File: src/design/ufmr_pkg.sv
// Shared types and constants for the union-find engine.
// Depends on nothing; the csr, engine, top-level and checker files import it.
package ufmr_pkg;

   // Fixed field widths of the request and response beats
   localparam int ELEM_W  = 10;
   localparam int ROOT_W  = 10;
   localparam int COUNT_W = 11;

   // Register file
   localparam int                 CSR_ADDR_W          = 3;
   localparam int                 CSR_DATA_W          = 32;
   localparam logic               REG_ELEMENTS_IN_USE = 1'b0;
   localparam logic [COUNT_W-1:0] COUNT_RESET         = 11'd1024;

   // Request actions
   localparam logic ACT_FIND = 1'b0;
   localparam logic ACT_JOIN = 1'b1;

   // One finished response
   typedef struct packed {
      logic [ROOT_W-1:0] root;
      logic              already_same_set;
      logic              index_error;
   } result_type;

endpackage

File: src/design/ufmr_csr.sv
// APB-style register block holding the element count.
// Depends on ufmr_pkg.
module ufmr_csr (
   input  logic                               clock,
   input  logic                               reset,
   input  logic                               psel,
   input  logic                               penable,
   input  logic                               pwrite,
   input  logic [ufmr_pkg::CSR_ADDR_W-1:0]    paddr,
   input  logic [ufmr_pkg::CSR_DATA_W-1:0]    pwdata,
   output logic [ufmr_pkg::CSR_DATA_W-1:0]    prdata,
   output logic                               pready,
   output logic [ufmr_pkg::COUNT_W-1:0]       elements_in_use
);
   import ufmr_pkg::*;

   logic [COUNT_W-1:0] count_ff;
   logic [COUNT_W-1:0] count_in;
   logic               reg_sel;

   // word index is the bit above the byte offset
   assign reg_sel = (paddr[2] == REG_ELEMENTS_IN_USE);

   always_comb begin
      count_in = count_ff;
      if (psel && penable && pwrite && reg_sel) begin
         count_in = pwdata[COUNT_W-1:0];
      end
   end

   always_ff @(posedge clock) begin
      if (reset) begin
         count_ff <= COUNT_RESET;
      end else begin
         count_ff <= count_in;
      end
   end

   assign prdata          = reg_sel ? CSR_DATA_W'(count_ff) : '0;
   assign pready          = 1'b1;
   assign elements_in_use = count_ff;

endmodule

File: config.mk
export PLATFORM = sky130hd
export DESIGN_NAME = ufmr_csr
export DESIGN_NICKNAME = d
export VERILOG_FILES = /design/src/design/ufmr_pkg.sv /design/src/design/ufmr_csr.sv
export SDC_FILE = /design/constraint.sdc
export NUM_CORES = 1
export LEC_CHECK = 0
export BUFFER_PORTS_ARGS = -buffer_cell sky130_fd_sc_hd__buf_2
export CAP_MARGIN = 15
export CORE_AREA = 2 2 51 53
export CTS_CLUSTER_DIAMETER = 120
export DETAILED_ROUTE_END_ITERATION = 12
export DIE_AREA = 0 0 53 55
export GPL_TIMING_DRIVEN = 0
export HOLD_SLACK_MARGIN = 0.12
export PLACE_DENSITY_LB_ADDON = 0.3
export SETUP_SLACK_MARGIN = 0.5
export SLEW_MARGIN = 15
export SYNTH_ARGS = -nofsm -noshare
export SYNTH_HDL_FRONTEND = slang
export SYNTH_SLANG_ARGS = --single-unit
File: constraint.sdc
create_clock -name clock -period 0.9 [get_ports clock]
set_input_delay 0.09 -clock clock [delete_from_list [all_inputs] [get_ports clock]]
set_output_delay 0.09 -clock clock [all_outputs]
set_load 0.05 [all_outputs]
==> results.yml <==
yosys:
  netlist-cell-type-count: 12
  synth_xor_area_share_pct: 0
  syn_area_per_cell_um2: 8.952
  synth_compound_gate_area_share_pct: 0
  synth_top_family_by_area: "simple AND/OR/NAND/NOR gates"
  synth-simple-area-share_pct: 28.79
  yosys_warnings: 0
  synth.area.mux_share_pct: 14.64
  syn_area_um2: 752.0
  synthCells: 84
  synth-seq-area-share_pct: 29.28
  synthAdderAreaFrac_pct: 0
  synth_seq_cells: 11
drt:
  dr_total_vias: 712
  wirelength_um: 2053
  wl_per_cell_um: 10.81
  drc_errors: 0
  drt_iter0_drc: 1
  first_pass_iters: 3
  ant_nets: 0
  avgViaCountPerCell: 3.747
sta:
  skew_ns: 0
  max_freq_mhz: 976.8
  fin_crit_ns: 1.024
  slew_headroom_pct: 64.25
  slew_viol_final: 0
  fin_ws_ns: -0.1238
  setup_viol: 18
  holdWs_ns: 0.07043
  worst_slew_pin_slew_ns: 0.5363
  finalCritPeriodShare_pct: 113.8
  rsz0062_at_grt: "yes"
  finalSetupTns_ns: -1.582
  hold_viol: 0
placement:
  hpwl_um: 1320
  gp_congestion: 0.6679
  pre_cts_slack_ns: -0.1285
  portBuffers: 38
  placement.cell_area_um2: 1174
  dp.cells: 172
cts:
  clkLatencyLatePin_ns: 0.26
  cts_tree: "built"
  cts_sinks: 11
  numCtsBuffers: 3
  cts_root_buf: "clkbuf_4"
  cts_buffer_depth: 2
  h-tree-depth: 1
  clkSlewWorstSetupHoldPaths_ns: 0.07
worst_hold_path:
  hold_class: "in2reg"
setup_path:
  cp-end-kind: "primary output"
  critPathLaunchType: "flop"
  crit_family: "flip-flops"
  crit_slowest_cell: "dfxtp_4"
  critical_path_buf_inv_count: 1
  slowest_delay_ns: 0.36
  criticalPathCategory: "reg2out"
  path_cells: "nor2b_4 > buf_6"
  worstPathRequired_ns: 0.81
  arrival_ns: 0.93
  crit_fanout: 3
pwr:
  power_mw: 1.403
  power_density_nw_per_um2: 882.9
  peakVddDrop_mv: 0.7033
  p_leak_nw: 0.7409
floorplanning:
  dieArea_um2: 2915
  die_h_um: 55
  io-pin-count: 84
  rows: 18
  core_um2: 2365
  initial_core_util_pct: 31.80
  fp.dieW_um: 53
global_route:
  grt_max_degree: 11
  grt_pass1_vias: 605
  grt_pass1_wl_um: 2760
  gr-total-overflow: 0
  globalRouteTotalUtil_pct: 13.45
  antenna_found_initial: 0
finish:
  syn_to_final_growth_pct: 111.3
  largest_register_ffs: 11
  drive_gt1_share_pct: 65.00
  final_cells: 190
  final_util_pct: 67.20
  nFillCells: 208
  fin_area_um2: 1589
  layout.nets: 201
  insertedDiodeCount: 0
status:
  outcome: "finished with violations"
  violations: "negative setup slack"
job:
  drv_cap: 0
## routing by layer
layer	track usage [%]	share of wire, %	wire length, um
met5	0	0	0
met4	7.265	2.5	51
met3	2.688	6.5	133
met2	24.17	55	1136
met1	15.01	36	732
## area by class of cell
type | count | area, um^2 | share of cell area, %
Sequential cell | 11 | 261.5 | 16.46
Multi-Input combinational cell | 67 | 496.7 | 31.26
Tap cell | 30 | 37.54 | 2.362
Timing Repair Buffer | 52 | 569.3 | 35.83
Clock buffer | 4 | 26.28 | 1.654
Buffer | 26 | 197.7 | 12.44
## final timing paths
| check | start | end | slack [ns] | depth (start not counted) |
|---|---|---|---|---|
| worst max-delay path | elements_in_use[5] | prdata[5] | -0.12 | 2 |
| worst min register to register | elements_in_use[0] | elements_in_use[0] | 0.50 | 2 |
| worst min-delay path | pwdata[5] | elements_in_use[5] | 0.07 | 3 |
| worst max register to register | elements_in_use[8] | elements_in_use[8] | 0.12 | 4 |
## power by group
group / internal [mW] / switching (mW) / leakage, nW
clock network: 0.171 / 0.163 / 0.0150
logic: 0.222 / 0.365 / 0.629
registers: 0.472 / 0.00967 / 0.0968
total: 0.865 / 0.538 / 0.741
## logic make-up (layout without fill, tap and decap cells)
family	count (synthesis)	after routing
muxes	11	11
and+or+nand+nor	34	34
DFF	11	11
buffers and inverters	26	82
other	2	22
## tightest hold or removal path: stages
cell and delay [ns]:
buf_2 0.09, nand2b_1 0.06, mux2i_1 0.06
## Yosys cell counts
cell | count | area (um^2)
buf_12 | 1 | 20.02
conb_1 | 2 | 7.510
clkbuf_1 | 2 | 7.510
nor2b_1 | 10 | 62.56
buf_2 | 1 | 5.000
nor2_1 | 2 | 7.510
mux2i_1 | 11 | 110.1
buf_4 | 22 | 165.2
and2b_1 | 1 | 7.510
and4b_4 | 1 | 13.76
nand2b_1 | 20 | 125.1
dfxtp_1 | 11 | 220.2
## placed cells by master (no fill, tap or decap)
master,count
and2b_4,1
and4b_4,1
buf_12,2
buf_16,1
buf_2,16
buf_4,24
buf_6,17
buf_8,16
clkbuf_1,3
clkbuf_4,3
conb_1,22
dfxtp_4,11
mux2i_1,11
nand2b_1,19
nand2b_4,1
nor2_1,1
nor2_2,1
nor2b_4,10
## repair_timing
item                                    in CTS  in global routing
endpoints found under the setup margin      33                 33
endpoints found under the hold margin       11                 11
resized for setup                           50                 24
buffers inserted                             6                  7
pin swaps                                    0                  0
cloned                                       1                  0
Note: power is estimated with default switching activity, not from simulation.
