**config.mk**
```make
export PLATFORM = sky130hd
export DESIGN_NAME = ufmr_engine
export DESIGN_NICKNAME = d
export VERILOG_FILES = /design/src/design/ufmr_pkg.sv /design/src/design/ufmr_engine.sv
export SDC_FILE = /design/constraint.sdc
export NUM_CORES = 1
export LEC_CHECK = 0
export ABC_CLOCK_PERIOD_IN_PS = 3390
export BUFFER_PORTS_ARGS = -buffer_cell sky130_fd_sc_hd__buf_4
export CORE_ASPECT_RATIO = 0.75
export CORE_UTILIZATION = 40
export DETAILED_ROUTE_END_ITERATION = 8
export GPL_TIMING_DRIVEN = 0
export PLACE_DENSITY = 0.59
export SYNTH_ARGS = -nofsm -noshare
export SYNTH_HDL_FRONTEND = slang
export SYNTH_SLANG_ARGS = --single-unit
```
**constraint.sdc**
```tcl
create_clock -name clock -period 3.39 [get_ports clock]
set_clock_uncertainty 0.1 [all_clocks]
set_input_delay 0.1695 -clock clock [delete_from_list [all_inputs] [get_ports clock]]
set_output_delay 0.1695 -clock clock [all_outputs]
set_load 0.02 [all_outputs]
```
**src/design/ufmr_pkg.sv**
```systemverilog
// Shared types and constants for the union-find engine.
// Depends on nothing; the csr, engine, top-level and checker files import it.
package ufmr_pkg;

   // Fixed field widths of the request and response beats
   localparam int ELEM_W  = 10;
   localparam int ROOT_W  = 10;
   localparam int COUNT_W = 11;

   // Register file
   localparam int                 CSR_ADDR_W          = 3;
   localparam int                 CSR_DATA_W          = 32;
   localparam logic               REG_ELEMENTS_IN_USE = 1'b0;
   localparam logic [COUNT_W-1:0] COUNT_RESET         = 11'd1024;

   // Request actions
   localparam logic ACT_FIND = 1'b0;
   localparam logic ACT_JOIN = 1'b1;

   // One finished response
   typedef struct packed {
      logic [ROOT_W-1:0] root;
      logic              already_same_set;
      logic              index_error;
   } result_type;

endpackage

```
**src/design/ufmr_engine.sv**
```systemverilog
// Sequencer for find and join: walks the parent chain, compresses it and links roots.
// Depends on ufmr_pkg; drives the ufmr_parent_mem ports.
module ufmr_engine #(
   parameter int MAX_ELEMENTS = 1024
) (
   input  logic                            clock,
   input  logic                            reset,
   input  logic                            req_valid,
   output logic                            req_stall,
   input  logic                            req_action,
   input  logic [ufmr_pkg::ELEM_W-1:0]     req_element_a,
   input  logic [ufmr_pkg::ELEM_W-1:0]     req_element_b,
   input  logic [ufmr_pkg::COUNT_W-1:0]    elements_in_use,
   output logic                            res_valid,
   input  logic                            res_take,
   output ufmr_pkg::result_type            res,
   output logic                            mem_wr_en,
   output logic [$clog2(MAX_ELEMENTS)-1:0] mem_wr_addr,
   output logic [$clog2(MAX_ELEMENTS)-1:0] mem_wr_data,
   output logic [$clog2(MAX_ELEMENTS)-1:0] mem_rd_addr,
   input  logic [$clog2(MAX_ELEMENTS)-1:0] mem_rd_data
);
   import ufmr_pkg::*;

   localparam int               IDX_W    = $clog2(MAX_ELEMENTS);
   localparam logic [IDX_W-1:0] LAST_IDX = IDX_W'(MAX_ELEMENTS - 1);

   typedef enum logic [4:0] {
      ST_CLEAR = 5'b00001,
      ST_IDLE  = 5'b00010,
      ST_WALK  = 5'b00100,
      ST_COMP  = 5'b01000,
      ST_DONE  = 5'b10000
   } state_type;

   state_type        state_ff, state_in;
   logic [IDX_W-1:0] clr_ff, clr_in;
   logic             act_ff, act_in;
   logic             phase_ff, phase_in;
   logic [IDX_W-1:0] b_ff, b_in;
   logic [IDX_W-1:0] cur_ff, cur_in;
   logic [IDX_W-1:0] start_ff, start_in;
   logic [IDX_W-1:0] root_ff, root_in;
   logic [IDX_W-1:0] ra_ff, ra_in;
   result_type       res_ff, res_in;

   logic [IDX_W-1:0] a_idx;
   logic [IDX_W-1:0] b_idx;
   logic             bad_a;
   logic             bad_b;
   logic             bad_req;

   // range check against the configured count and the table size
   assign a_idx   = IDX_W'(req_element_a);
   assign b_idx   = IDX_W'(req_element_b);
   assign bad_a   = ({1'b0, req_element_a} >= elements_in_use) ||
                    (32'(req_element_a) >= 32'(MAX_ELEMENTS));
   assign bad_b   = ({1'b0, req_element_b} >= elements_in_use) ||
                    (32'(req_element_b) >= 32'(MAX_ELEMENTS));
   assign bad_req = bad_a || ((req_action == ACT_JOIN) && bad_b);

   always_comb begin
      state_in    = state_ff;
      clr_in      = clr_ff;
      act_in      = act_ff;
      phase_in    = phase_ff;
      b_in        = b_ff;
      cur_in      = cur_ff;
      start_in    = start_ff;
      root_in     = root_ff;
      ra_in       = ra_ff;
      res_in      = res_ff;
      mem_wr_en   = 1'b0;
      mem_wr_addr = '0;
      mem_wr_data = '0;
      mem_rd_addr = '0;

      case (state_ff)
         // reset sweep: entry i points at itself
         ST_CLEAR: begin
            mem_wr_en   = 1'b1;
            mem_wr_addr = clr_ff;
            mem_wr_data = clr_ff;
            clr_in      = clr_ff + 1'b1;
            if (clr_ff == LAST_IDX) begin
               state_in = ST_IDLE;
            end
         end

         // take a beat, start reading element_a
         ST_IDLE: begin
            mem_rd_addr = a_idx;
            if (req_valid) begin
               act_in   = req_action;
               b_in     = b_idx;
               cur_in   = a_idx;
               start_in = a_idx;
               phase_in = 1'b0;
               if (bad_req) begin
                  res_in   = '{root: '0, already_same_set: 1'b0, index_error: 1'b1};
                  state_in = ST_DONE;
               end else begin
                  state_in = ST_WALK;
               end
            end
         end

         // one chain hop per cycle until an entry points at itself
         ST_WALK: begin
            if (mem_rd_data == cur_ff) begin
               root_in     = cur_ff;
               cur_in      = start_ff;
               mem_rd_addr = start_ff;
               state_in    = ST_COMP;
            end else begin
               cur_in      = mem_rd_data;
               mem_rd_addr = mem_rd_data;
            end
         end

         // second pass: point every visited entry at the root
         ST_COMP: begin
            if (cur_ff != root_ff) begin
               mem_wr_en   = 1'b1;
               mem_wr_addr = cur_ff;
               mem_wr_data = root_ff;
               cur_in      = mem_rd_data;
               mem_rd_addr = mem_rd_data;
            end else if (act_ff == ACT_FIND) begin
               res_in   = '{root: ROOT_W'(root_ff), already_same_set: 1'b0,
                            index_error: 1'b0};
               state_in = ST_DONE;
            end else if (!phase_ff) begin
               // first root of a join done, go find element_b
               ra_in       = root_ff;
               phase_in    = 1'b1;
               cur_in      = b_ff;
               start_in    = b_ff;
               mem_rd_addr = b_ff;
               state_in    = ST_WALK;
            end else begin
               // link the larger root under the smaller
               if (ra_ff == root_ff) begin
                  res_in = '{root: ROOT_W'(ra_ff), already_same_set: 1'b1,
                             index_error: 1'b0};
               end else if (ra_ff < root_ff) begin
                  mem_wr_en   = 1'b1;
                  mem_wr_addr = root_ff;
                  mem_wr_data = ra_ff;
                  res_in      = '{root: ROOT_W'(ra_ff), already_same_set: 1'b0,
                                  index_error: 1'b0};
               end else begin
                  mem_wr_en   = 1'b1;
                  mem_wr_addr = ra_ff;
                  mem_wr_data = root_ff;
                  res_in      = '{root: ROOT_W'(root_ff), already_same_set: 1'b0,
                                  index_error: 1'b0};
               end
               state_in = ST_DONE;
            end
         end

         // wait for the output register to free up
         ST_DONE: begin
            if (res_take) begin
               state_in = ST_IDLE;
            end
         end

         default: begin
            state_in = ST_IDLE;
         end
      endcase
   end

   // control state
   always_ff @(posedge clock) begin
      if (reset) begin
         state_ff <= ST_CLEAR;
         clr_ff   <= '0;
      end else begin
         state_ff <= state_in;
         clr_ff   <= clr_in;
      end
   end

   // working registers
   always_ff @(posedge clock) begin
      act_ff   <= act_in;
      phase_ff <= phase_in;
      b_ff     <= b_in;
      cur_ff   <= cur_in;
      start_ff <= start_in;
      root_ff  <= root_in;
      ra_ff    <= ra_in;
      res_ff   <= res_in;
   end

   assign req_stall = (state_ff != ST_IDLE);
   assign res_valid = (state_ff == ST_DONE);
   assign res       = res_ff;

endmodule

```
==> results.tsv <==
metric	value	unit
outcome	completed	
synthCells	494	
core	0.0117	mm^2
finalCritPeriodShare	0.955	
wl	15.2	mm
dieArea	0.0126	mm^2
grt_pass1_vias	4052	
die_h	97.6	um
cellPowerDensity	390	mW/mm^2
vias	4366	
synth_area_leaders	edfxtp_1 (39%), ha_1 (8.0%), dfxtp_1 (6.2%)	
ys.flop_type	edfxtp_1	
slowest_stage	edfxtp_1	
critPathMaxFanout	19	
drt_iter0_drc	404	
avgSynthCellArea	9.86	um^2
ys_types	50	
wl_per_cell	19.6	um
path_class	flop to output port	
cts_tree	done	
cts_inserted_buffers	9	
hold_class	input port to flop	
io_pins	91	
fillers	1110	
ys_seq_elements	79	
antenna_found_initial	0	
cp_cell_sequence	xnor2_1, nand4_1, nor4_2, clkbuf_4, and2_1, clkbuf_4, a22oi_1, o211ai_1, buf_4	
grt_setup_unrepaired	yes	
via_per_inst	5.63	
cts_num_sinks	79	
final_common_cell	buf_4	
cts_root_buf	clkbuf_16	
cp-end-kind	output port	
hold_depth	3	
hold_viol_final	0	
cp.required	3120	ps
final_nets	686	
ant_nets	0	
synthDominantCellAreaShare	0.395	
track_usage	0.246	
cp_num_cells	9	
grt-ovfl-total	0	
synth_seq_area_share	0.456	
row_count	34	
fin_tns_setup	0	ps
antenna_cells	0	
area_growth	28.2	%
arrival	2970	ps
mostFrequentLayoutCells	buf_4 (91), nand2_1 (71), edfxtp_1 (64)	
initial_core_util	0.415	
synth-edff-count	64	
max_freq	309	MHz
worst_path_most_repeated_cell	clkbuf_4	
yosys.area.top_type	edfxtp_1	
r2r_cells	6	
place_area	0.00575	mm^2
path_delay_family	buffers and inverters	
yosysWarningCount	0	
relSlewSlack	0.135	
syn_nets	571	
timing.critical_path.buf_inv	3	
fin_crit	3240	ps
cts.clk_slew.worst_paths	60	ps
setup_viol	0	
die_w	129	um
clk_path_buf_depth	2	
max_cap_violations	0	
grt_max_degree	20	
dp_hpwl	11.0	mm
synthArstFlopShare	0	
maxSlewViolCount	0	
stdcell_area	0.00624	mm^2
drive_above_1_share	0.200	
drc	0	
max_stage_delay	500	ps
htreeDepth	3	
vdd_ir_drop_max	249	uV
setup.worst_path.start_class	flop	
dr.pass1.iters	5	
tightest_slew	1290	ps
port_buffers	90	
grt_pass1_wl	22.9	mm
clkLatencyLatePin	350	ps
place_congestion	0.873	
p_leak	2.56	nW
netlist_area	0.00487	mm^2
==> routing by layer <==
layer,vias to the layer above,routed length [um],track usage
met1,2116,7340,0.375
li1,2046,-,-
met3,16,1080,0.0430
met4,0,151,0.0597
met2,188,6630,0.356
met5,-,0,0
==> cell families after synthesis <==
group | after synthesis | share of synthesized area
AOI/OAI and AO/OA | 107 | 0.154
xor gates and xnor gates | 28 | 0.0504
adders and majority gates | 31 | 0.0797
buffers and inverters | 50 | 0.0398
DFF | 79 | 0.456
muxes | 20 | 0.0416
and+or+nand+nor | 179 | 0.178
==> through the flow <==
| stage | cells | total power, mW | setup WS, ps | utilization | hold slack, ps |
|---|---|---|---|---|---|
| global route | 776 | 2.51 | -11.0 | 0.532 | 39.6 |
| detailed placement | 746 | 1.39 | -191 | 0.490 | 260 |
| floorplan | 494 | 1.25 | 691 | - | 139 |
| finish | 776 | 2.43 | 151 | 0.532 | 30.7 |
| CTS | 774 | 2.44 | 14.3 | 0.527 | 21.4 |
| global placement | 746 | 1.38 | -148 | 0.490 | 259 |
==> cell usage after synthesis (2+ instances only) <==
cell type   n
nand2_1    71
nand4_1    11
mux2_2      2
a221o_1    10
nor2b_1     3
and2_1     13
dfxtp_1    15
a31oi_1     2
ha_1       31
nand3_1    27
a211oi_1    3
or3_1       4
inv_1      28
nor4_1      2
o21ai_1     3
nor3b_2     2
a21o_1      2
buf_1       2
nor3_1      3
xor2_1     17
mux2i_1    18
a22oi_1    20
buf_2       5
nor2_1     29
xnor2_1    11
nand3b_1    3
a21oi_1    20
o21ai_0    26
edfxtp_1   64
o211ai_1   10
clkbuf_1   14
nand2b_1    5
==> state kept, by name (all words and copies together), names as in the netlist <==
name / flops
res: 12
ra_ff: 10
state_ff: 5
clr_ff: 10
b_ff: 10
cur_ff: 10
act_ff: 1
start_ff: 10
root_ff: 10
phase_ff: 1
==> layout make-up <==
cell class / count / area (um^2) / area share
multi-input cells: 365 / 2480 / 0.397
clock inverters: 6 / 85.1 / 0.0136
flip-flops and latches: 79 / 2220 / 0.356
inverters: 29 / 109 / 0.0174
well taps: 162 / 203 / 0.0325
plain buffers: 21 / 93.8 / 0.0150
repair buffers: 104 / 823 / 0.132
clock buffers: 10 / 229 / 0.0367
==> final timing paths <==
path	to	slack (ps)	startpoint
max	mem_rd_addr[0]	150	cur_ff[2]
min	start_ff[5]	30	req_element_a[5]
max reg2reg	cur_ff[0]	210	state_ff[2]
min reg2reg	clr_ff[9]	410	clr_ff[9]
==> where the power goes <==
part           internal, mW  switching, mW
clock                 0.643          0.409
sequential             1.06         0.0175
combinational         0.142          0.165
==> timing repair <==
action | in CTS | in global routing
endpoints found under the setup margin | 31 | 40
hold buffers | 12 | 0
gates cloned | 0 | 0
hold endpoints to repair | 14 | 0
resized for setup | 3 | 5
pin swaps | 0 | 2
setup buffers | 0 | 2
==> worst min-delay path: stages <==
cell     delay [ps]
buf_4           110
nand2_1          50
nand2_1          50
Power figures use the tool's default switching activity.
